## src/hw/rtl/tmcl_pkg.sv

```systemverilog
// shared types, constants and tables for the mip chain layout unit
package tmcl_pkg;

  // fixed limits of the layout
  localparam int MAX_MIP_LEVELS = 15;
  localparam int MAX_DIMENSION  = 16384;
  localparam int OFFSET_ALIGN   = 16;

  // level counter width, enough for indexes 0 .. MAX_MIP_LEVELS-1
  localparam int LVL_W = (MAX_MIP_LEVELS > 1) ? $clog2(MAX_MIP_LEVELS) : 1;

  // block count by reciprocal: q = (n * ceil(2^19 / b)) >> 19, exact for n < 2^15, b <= 16
  localparam int RECIP_SHIFT = 19;
  localparam int RECIP_W     = 20;

  // stream word widths
  localparam int IN_W  = 64;
  localparam int OUT_W = 272;

  // configuration register indexes
  localparam logic [1:0] CFG_BLOCK_BYTES  = 2'd0;
  localparam logic [1:0] CFG_BLOCK_WIDTH  = 2'd1;
  localparam logic [1:0] CFG_BLOCK_HEIGHT = 2'd2;

  // offset alignment mask
  localparam logic [55:0] ALIGN_MASK = 56'(OFFSET_ALIGN - 1);

  // controller to datapath commands
  typedef struct packed {
    logic start;
    logic blk;
    logic pitch;
    logic slice;
    logic part;
    logic sum;
    logic fin;
    logic emit;
  } tmcl_cmd_t;

  // datapath to controller status
  typedef struct packed {
    logic last;
    logic out_free;
  } tmcl_status_t;

  // block size register read as 1 .. 16
  function automatic logic [4:0] clamp_block(input logic [4:0] v);
    logic [4:0] r;
    if (v == 5'd0) begin
      r = 5'd1;
    end else if (v > 5'd16) begin
      r = 5'd16;
    end else begin
      r = v;
    end
    return r;
  endfunction

  // ceil(2^19 / b) for block sizes 1 .. 16
  function automatic logic [RECIP_W-1:0] recip(input logic [4:0] b);
    logic [RECIP_W-1:0] r;
    case (b)
      5'd1:    r = 20'd524288;
      5'd2:    r = 20'd262144;
      5'd3:    r = 20'd174763;
      5'd4:    r = 20'd131072;
      5'd5:    r = 20'd104858;
      5'd6:    r = 20'd87382;
      5'd7:    r = 20'd74899;
      5'd8:    r = 20'd65536;
      5'd9:    r = 20'd58255;
      5'd10:   r = 20'd52429;
      5'd11:   r = 20'd47663;
      5'd12:   r = 20'd43691;
      5'd13:   r = 20'd40330;
      5'd14:   r = 20'd37450;
      5'd15:   r = 20'd34953;
      5'd16:   r = 20'd32768;
      default: r = 20'd524288;
    endcase
    return r;
  endfunction

endpackage

```

## src/hw/rtl/tmcl_ctrl.sv

```systemverilog
// sequencer that walks each texture through its mip levels
module tmcl_ctrl (
  input  logic                     clk,
  input  logic                     rst,
  input  logic                     in_valid,
  output logic                     in_ready,
  input  tmcl_pkg::tmcl_status_t   status,
  output tmcl_pkg::tmcl_cmd_t      cmd
);
  import tmcl_pkg::*;

  localparam logic [2:0] S_IDLE  = 3'd0;
  localparam logic [2:0] S_BLK   = 3'd1;
  localparam logic [2:0] S_PITCH = 3'd2;
  localparam logic [2:0] S_SLICE = 3'd3;
  localparam logic [2:0] S_PART  = 3'd4;
  localparam logic [2:0] S_SUM   = 3'd5;
  localparam logic [2:0] S_FIN   = 3'd6;
  localparam logic [2:0] S_EMIT  = 3'd7;

  logic [2:0] state;
  logic [2:0] state_next;

  // state register
  always_ff @(posedge clk) begin
    if (rst) begin
      state <= S_IDLE;
    end else begin
      state <= state_next;
    end
  end

  // one step of the level sequence per cycle, holding in the emit step until the result register is free
  always_comb begin
    cmd        = '0;
    state_next = state;
    case (state)
      S_IDLE: begin
        if (in_valid) begin
          cmd.start  = 1'b1;
          state_next = S_BLK;
        end
      end
      S_BLK: begin
        cmd.blk    = 1'b1;
        state_next = S_PITCH;
      end
      S_PITCH: begin
        cmd.pitch  = 1'b1;
        state_next = S_SLICE;
      end
      S_SLICE: begin
        cmd.slice  = 1'b1;
        state_next = S_PART;
      end
      S_PART: begin
        cmd.part   = 1'b1;
        state_next = S_SUM;
      end
      S_SUM: begin
        cmd.sum    = 1'b1;
        state_next = S_FIN;
      end
      S_FIN: begin
        cmd.fin    = 1'b1;
        state_next = S_EMIT;
      end
      S_EMIT: begin
        if (status.out_free) begin
          cmd.emit   = 1'b1;
          state_next = status.last ? S_IDLE : S_BLK;
        end
      end
      default: begin
        state_next = S_IDLE;
      end
    endcase
  end

  // new texture only between textures
  assign in_ready = (state == S_IDLE);

endmodule

```

## config.mk

```make
export PLATFORM = sky130hd
export DESIGN_NAME = tmcl_ctrl
export DESIGN_NICKNAME = d
export VERILOG_FILES = /design/src/hw/rtl/tmcl_pkg.sv /design/src/hw/rtl/tmcl_ctrl.sv
export SDC_FILE = /design/constraint.sdc
export NUM_CORES = 1
export LEC_CHECK = 0
export ABC_AREA = 1
export BUFFER_PORTS_ARGS = -buffer_cell sky130_fd_sc_hd__clkbuf_2
export CAP_MARGIN = 20
export CORE_AREA = 2 2 39 41
export DETAILED_ROUTE_END_ITERATION = 8
export DIE_AREA = 0 0 41 43
export PLACE_DENSITY = 0.42
export SYNTH_ARGS = -nofsm -noshare
export SYNTH_HDL_FRONTEND = slang
export SYNTH_SLANG_ARGS = --single-unit
```

## constraint.sdc

```tcl
create_clock -name clk -period 1.6 [get_ports clk]
set_input_delay 0.16 -clock clk [delete_from_list [all_inputs] [get_ports clk]]
set_output_delay 0.16 -clock clk [all_outputs]
set_load 0.02 [all_outputs]
```

==> results of run 1 <==
## metal layers
| metal | wire length, um | share of wire (%) |
|---|---|---|
| met5 | 0 | 0 |
| met4 | 0 | 0 |
| met3 | 50 | 9.4 |
| met2 | 271 | 51 |
| met1 | 211 | 40 |
## final timing paths
kind,slack [ns],start,to,cells after the start
setup / recovery,0.24,state[2]$_SDFFE_PP0P_,cmd[0],3
setup reg to reg,0.66,state[2]$_SDFFE_PP0P_,state[2]$_SDFFE_PP0P_,3
hold reg to reg,0.59,state[1]$_SDFFE_PP0P_,state[1]$_SDFFE_PP0P_,2
hold / removal,0.13,rst,state[1]$_SDFFE_PP0P_,2
## where the power goes
group / leakage, nW / total [mW] / internal (mW) / switching (mW)
registers: 0.0248 / 0.100 / 0.0842 / 0.0158
clock network: 0.0150 / 0.131 / 0.0934 / 0.0381
logic: 0.146 / 0.107 / 0.0360 / 0.0709
## stage by stage
step                total power, mW  worst slack, ns  std cells  instance area, um2
floorplan                     0.182            0.528         35                 223
global placement              0.211            0.463         63                 297
detailed placement            0.210            0.472         63                 297
CTS                           0.346            0.226         67                 323
global route                  0.364            0.153         67                 323
finish                        0.338            0.240         67                 323
## cell families (layout without fill, tap and decap cells)
group	Yosys count	in the layout	share of synthesized area (%)
and+or+nand+nor	21	21	49.4
buffers and inverters	8	24	16.9
DFF	3	3	27.0
AOI/OAI and AO/OA	3	3	6.74
## cell type report
cell class	instances	share of cell area, %
Inverter	7	8.14
Clock buffer	4	8.14
Timing Repair Buffer	13	20.2
Multi-Input combinational cell	24	38.8
Tap cell	16	6.20
Sequential cell	3	18.6
## synthesized netlist by cell type
master   instances
nor3_2           1
nand2_1          7
nand3_2          1
inv_1            6
nor3_1           1
buf_6            1
dfxtp_1          3
a21oi_1          2
inv_2            1
nor2_2           1
nand4_1          1
o21ai_1          1
nor2_1           8
nor3_4           1
==> flow_metrics.py, run 1 <==
metrics = {
    "run_status": {
        "status": "complete, no violations",
    },
    "cts": {
        "post-cts-setup-buffers": 0,
        "cts_tree": "built",
        "ctsHoldBuffers": 0,
        "cts_buffer_depth": 2,
        "numClockSinks": 3,
        "insertion_delay_ns": 0.23,
        "cts.htree.levels": 1,
        "clk_pin_slew_ns": 0.04,
        "ctsResizeCount": 0,
        "cts_root_buf": "clkbuf_4",
        "cts_buffers": 3,
    },
    "setup_path": {
        "required_ns": 1.44,
        "crit_fanout": 7,
        "path_cells": "inv_2, nor3_4, clkbuf_2",
        "critPathLaunchType": "flop",
        "crit_buf_inv": 2,
        "worstPathArrival_ns": 1.20,
        "slowest_delay_ns": 0.44,
        "cp_top_family": "flip-flops",
        "critPathCaptureType": "primary output",
        "cp_slowest_cell": "dfxtp_1",
        "criticalPathCategory": "flop to primary output",
    },
    "placed_design": {
        "place_hpwl_um": 454,
        "globalplace.congestion": 0.628,
        "io_buffers": 13,
    },
    "routing": {
        "vias": 256,
        "drt_iter0_markers": 3,
        "drc_errors": 0,
        "via_per_inst": 3.82,
        "ant_nets": 0,
        "wl_per_cell_um": 7.96,
        "drtPass1Iterations": 2,
        "routed_wl_um": 533,
    },
    "pwr": {
        "p_per_area_mw_per_mm2": 1050,
        "peakVddDrop_mv": 0.263,
        "leakage_nw": 0.186,
    },
    "yosys": {
        "ys_seq_elements": 3,
        "synth.avg_cell_area_um2": 6.36,
        "netlist_area_um2": 223,
        "synth_top_cell_by_area": "dfxtp_1",
        "ys_types": 14,
        "synth_area_leaders": "dfxtp_1 27%, nor2_1 13%, nand2_1 12%",
        "synth.top_cell.area_share_pct": 27.0,
        "ys_seq_area_share_pct": 27.0,
        "netlist_instances": 35,
        "synthesis.nets": 40,
        "ys_warn_count": 0,
    },
    "global_route": {
        "grt_antenna_before_repair": 0,
        "grt_pass1_wl_um": 897,
        "grt_max_degree": 9,
        "grt_pass1_vias": 251,
        "grt_util_met3_pct": 4.71,
        "use_met2_pct": 11.3,
        "grt_overflow_total": 0,
        "grt_busiest_layer": "met2",
        "grt_usage_pct": 7.83,
        "gr-usage-met1_pct": 8.68,
    },
    "floorplan": {
        "rows": 14,
        "core_mm2": 0.00138,
        "initial_core_util_pct": 16.1,
        "die_area_mm2": 0.00176,
        "die_width_um": 41,
        "die_h_um": 43,
        "io_pins": 14,
    },
    "finish": {
        "nFillCells": 184,
        "layout.area.seq_um2": 60.1,
        "largest_reg_flops": 3,
        "nNetsFinal": 57,
        "largest-register": "state",
        "final_util_pct": 23.3,
        "final_common_cell": "clkbuf_2",
        "largestRegisters": "state x3",
        "multi_input_area_um2": 125,
        "final_cell_mix": "13 x clkbuf_2, 8 x nor2_1, 7 x nand2_1",
        "drive_gt1_share_pct": 41.2,
        "antennaDiodeCount": 0,
        "area_growth_pct": 44.9,
    },
    "sta": {
        "slew_viol_final": 0,
        "finalHoldViolCount": 0,
        "finClkSkew_ns": 0.00301,
        "fmax_mhz": 735,
        "rsz0062_at_grt": "no",
        "slew-limit-headroom_pct": 82.9,
        "finalSetupViolCount": 0,
        "holdWs_ns": 0.132,
        "worst_slew_pin_slew_ns": 0.256,
        "post-route-period-util_pct": 85.0,
        "tns_ns": 0,
        "period_minus_slack_ns": 1.36,
    },
    "worst_hold_path": {
        "min_path_type": "primary input to flop",
    },
    "run": {
        "drv_cap": 0,
    },
}
(Power assumes the default switching activity.)
==> run 2: changes to the inputs <==
Clock period 1.6 ns to 1.3 ns, I/O delays scaled along.
==> flow_metrics.py, run 2 (synthesis gave the netlist of run 1 again) <==
metrics = {
    "floorplan": {
        "rows": 14,
        "initial_core_util_pct": 16.1,
        "core_mm2": 0.00138,
        "die_width_um": 41,
        "die_h_um": 43,
        "io_pins": 14,
        "die_area_mm2": 0.00176,
    },
    "global_route": {
        "grt_usage_pct": 7.83,
        "grt_pass1_vias": 251,
        "grt_max_degree": 9,
        "grt_overflow_total": 0,
        "grt_pass1_wl_um": 897,
        "grt_antenna_before_repair": 0,
    },
    "finish": {
        "multi_input_area_um2": 130,
        "area_growth_pct": 50.0,
        "final_common_cell": "clkbuf_2",
        "antennaDiodeCount": 0,
        "largest-register": "state",
        "nFillCells": 182,
        "final_cell_mix": "12 x clkbuf_2, 8 x nor2_1, 7 x nand2_1",
        "largest_reg_flops": 3,
        "largestRegisters": "state x3",
        "drive_gt1_share_pct": 47.1,
        "nNetsFinal": 57,
        "layout.area.seq_um2": 66.3,
    },
    "setup_path": {
        "required_ns": 1.17,
        "worstPathArrival_ns": 1.10,
        "setup.worst_path.start": "state[2]$_SDFFE_PP0P_",
        "critPathCaptureType": "primary output",
        "r2r_start": "state[2]$_SDFFE_PP0P_",
        "criticalPathCategory": "flop to primary output",
        "critPathLaunchType": "flop",
        "crit_fanout": 7,
    },
    "pwr": {
        "seqPwrFrac_pct": 30.3,
        "swShare_pct": 36.9,
        "peakVddDrop_mv": 0.335,
        "p_sw_mw": 0.157,
        "power_frac_comb_pct": 31.7,
        "p_per_area_mw_per_mm2": 1270,
        "p_int_mw": 0.268,
        "p_clk_share_pct": 38.0,
        "leakage_nw": 0.189,
        "total_power_mw": 0.425,
    },
    "routing": {
        "drc_errors": 0,
        "vias": 264,
        "via_per_inst": 3.94,
        "drt_iter0_markers": 3,
        "wl_per_cell_um": 8.00,
        "routed_wl_um": 536,
        "drtPass1Iterations": 2,
        "ant_nets": 0,
    },
    "sta": {
        "post-route-period-util_pct": 94.2,
        "tns_ns": 0,
        "slew_viol_final": 0,
        "worst_slew_pin_slew_ns": 0.177,
        "period_minus_slack_ns": 1.23,
        "fmax_mhz": 816,
        "slew-limit-headroom_pct": 88.2,
        "finClkSkew_ns": 0.00311,
        "finalSetupViolCount": 0,
        "finalHoldViolCount": 0,
        "rsz0062_at_grt": "no",
    },
    "cts": {
        "post-cts-setup-buffers": 0,
        "cts.htree.levels": 1,
        "cts_tree": "built",
        "numClockSinks": 3,
        "insertion_delay_ns": 0.23,
        "ctsResizeCount": 2,
        "cts_root_buf": "clkbuf_4",
        "ctsHoldBuffers": 0,
        "cts_buffers": 3,
        "cts_buffer_depth": 2,
        "clk_pin_slew_ns": 0.04,
    },
    "placed_design": {
        "globalplace.congestion": 0.628,
        "place_hpwl_um": 454,
        "io_buffers": 13,
    },
    "run": {
        "drv_cap": 0,
    },
    "run_status": {
        "status": "complete, no violations",
    },
    "worst_hold_path": {
        "hp-start": "rst",
        "min_path_type": "primary input to flop",
    },
}
[run 2: final cells by class]
class,count,share of cell area [%]
Multi-Input combinational cell,24,39.0
Sequential cell,3,19.9
Timing Repair Buffer,13,19.5
Clock buffer,4,7.87
Inverter,7,7.87
Tap cell,16,5.99
[run 2: power groups by stage]
| stage | logic, mW | registers (mW) | clock network (mW) |
|---|---|---|---|
| 6_report | 0.135 | 0.129 | 0.162 |
| 5_1_grt | 0.155 | 0.132 | 0.170 |
| 4_1_cts | 0.134 | 0.124 | 0.169 |
| 3_5_place_dp | 0.134 | 0.124 | 0 |
| 3_3_place_gp | 0.135 | 0.124 | 0 |
| 2_1_floorplan | 0.109 | 0.115 | 0 |
[run 2: critical path: stages, from the launching register on]
cell,delay [ns]
dfxtp_2,0.38
inv_2,0.09
nor3_4,0.20
buf_2,0.19
[run 2: worst paths after layout]
path	depth (start not counted)	slack (ns)	endpoint
max	3	0.07	cmd[0]
min	2	0.09	state[1]$_SDFFE_PP0P_
max reg2reg	3	0.46	state[2]$_SDFFE_PP0P_
min reg2reg	2	0.57	state[1]$_SDFFE_PP0P_
[run 2: metrics by stage]
step	cell area [um2]	util, %	std cells	setup WS [ns]	hold WS (ns)
3_5_place_dp	297	21.4	63	0.202	0.343
4_1_cts	325	23.5	67	0.0110	0.0920
5_1_grt	334	24.1	67	0.00618	0.100
6_report	334	24.1	67	0.0749	0.0943
2_1_floorplan	223	-	35	0.258	0.199
3_3_place_gp	297	21.4	63	0.193	0.342
[run 2: routing by layer]
layer	global-route usage, %	part of all wire, %	vias up
met5	0	0	-
met4	4.00	0	0
met3	4.71	9.3	0
met2	11.3	52	10
met1	8.68	39	115
li1	-	-	139
==> run 3: changes to the inputs <==
Settings changed: PLACE_DENSITY 0.42 to default.
==> flow_metrics.py, run 3 (synthesis gave the netlist of run 1 again) <==
metrics = {
    "floorplan": {
        "io_pins": 14,
        "die_width_um": 41,
        "die_area_mm2": 0.00176,
        "core_mm2": 0.00138,
        "initial_core_util_pct": 16.1,
        "die_h_um": 43,
        "rows": 14,
    },
    "setup_path": {
        "critPathLaunchType": "flop",
        "worstPathArrival_ns": 1.07,
        "crit_fanout": 8,
        "reg2reg_depth": 3,
        "required_ns": 1.17,
        "reg2reg_slack_ns": 0.47,
        "critPathCaptureType": "primary output",
        "criticalPathCategory": "flop to primary output",
    },
    "global_route": {
        "gr-usage-met1_pct": 7.42,
        "grt_antenna_before_repair": 0,
        "grt_busiest_layer": "met2",
        "grt_usage_pct": 6.23,
        "grt_overflow_total": 0,
        "grt_max_degree": 9,
        "grt_pass1_vias": 209,
        "grt_util_met3_pct": 5.76,
        "grt_pass1_wl_um": 724,
        "use_met2_pct": 7.81,
    },
    "sta": {
        "period_minus_slack_ns": 1.20,
        "finalSetupViolCount": 0,
        "finClkSkew_ns": 0.000574,
        "rsz0062_at_grt": "yes",
        "slew-limit-headroom_pct": 87.5,
        "slew_viol_final": 0,
        "worst_slew_pin_slew_ns": 0.186,
        "finalHoldViolCount": 0,
        "fmax_mhz": 833,
        "tns_ns": 0,
        "holdWs_ns": 0.0915,
        "post-route-period-util_pct": 92.4,
    },
    "worst_hold_path": {
        "hold_depth": 2,
        "min_path_type": "primary input to flop",
    },
    "pwr": {
        "p_per_area_mw_per_mm2": 1270,
        "leakage_nw": 0.188,
        "peakVddDrop_mv": 0.467,
    },
    "finish": {
        "nFillCells": 177,
        "final_common_cell": "clkbuf_2",
        "largest_reg_flops": 3,
        "area_growth_pct": 47.8,
        "multi_input_area_um2": 125,
        "drive_gt1_share_pct": 47.1,
        "nNetsFinal": 57,
        "layout.area.seq_um2": 63.8,
        "stdcell_area_um2": 329,
        "largest-register": "state",
        "largestRegisters": "state x3",
        "antennaDiodeCount": 0,
        "final_cell_mix": "12 x clkbuf_2, 8 x nor2_1, 7 x nand2_1",
        "final_util_pct": 23.8,
    },
    "run": {
        "drv_cap": 0,
    },
    "cts": {
        "clk_pin_slew_ns": 0.04,
        "cts_tree": "built",
        "cts_root_buf": "clkbuf_4",
        "cts.htree.levels": 1,
        "post-cts-setup-buffers": 0,
        "numClockSinks": 3,
        "cts_buffer_depth": 2,
        "insertion_delay_ns": 0.23,
        "ctsHoldBuffers": 0,
        "cts_buffers": 3,
    },
    "placed_design": {
        "globalplace.congestion": 0.693,
        "place_hpwl_um": 430,
        "place_area_um2": 297,
        "io_buffers": 13,
    },
    "routing": {
        "ant_nets": 0,
        "routed_wl_um": 526,
        "wl_per_cell_um": 7.85,
        "via_per_inst": 3.67,
        "vias": 246,
        "drc_errors": 0,
        "drt_iter0_markers": 0,
        "drtPass1Iterations": 1,
    },
    "run_status": {
        "status": "complete, no violations",
    },
}
run 3: cell counts in the layout (fill, tap and decap cells not counted):
No cell type changed its count.
run 3: through the flow:
step / power [mW] / setup WS [ns] / std cells
2_1_floorplan: 0.224 / 0.258 / 35
3_3_place_gp: 0.256 / 0.211 / 63
3_5_place_dp: 0.257 / 0.220 / 63
4_1_cts: 0.430 / 0.0194 / 67
5_1_grt: 0.457 / -0.00217 / 67
6_report: 0.418 / 0.0990 / 67
run 3: routing by layer:
metal | part of all wire [%] | vias up
met3 | 11 | 0
met1 | 46 | 101
met2 | 43 | 8
met4 | 0 | 0
li1 | - | 137
met5 | 0 | -
run 3: timing repair:
item | 4_1_cts | 5_1_grt
resized for setup | 2 | 3
setup endpoints to repair | 1 | 4
endpoints found under the hold margin | 0 | 0
run 3: worst max-delay path, cell delays in order, from the launching register on:
cell     delay [ns]
dfxtp_2        0.39
nand2_1        0.13
nor3_4         0.15
buf_4          0.17
run 3: power by group:
group	internal, mW	switching [mW]	total [mW]
clock network	0.115	0.0454	0.160
registers	0.106	0.0191	0.125
logic	0.0446	0.0876	0.132
total	0.266	0.152	0.418
run 3: final timing paths:
kind	from	to
setup / recovery	state[0]$_SDFFE_PP0P_	cmd[0]
hold reg to reg	state[1]$_SDFFE_PP0P_	state[1]$_SDFFE_PP0P_
setup reg to reg	state[0]$_SDFFE_PP0P_	state[2]$_SDFFE_PP0P_
hold / removal	rst	state[1]$_SDFFE_PP0P_
run 3: area by class of cell:
class / count / area share, %
clock buffers: 4 / 7.98
flip-flops and latches: 3 / 19.4
repair buffers: 13 / 20.5
multi-input cells: 24 / 38.0
inverters: 7 / 7.98
well taps: 16 / 6.08
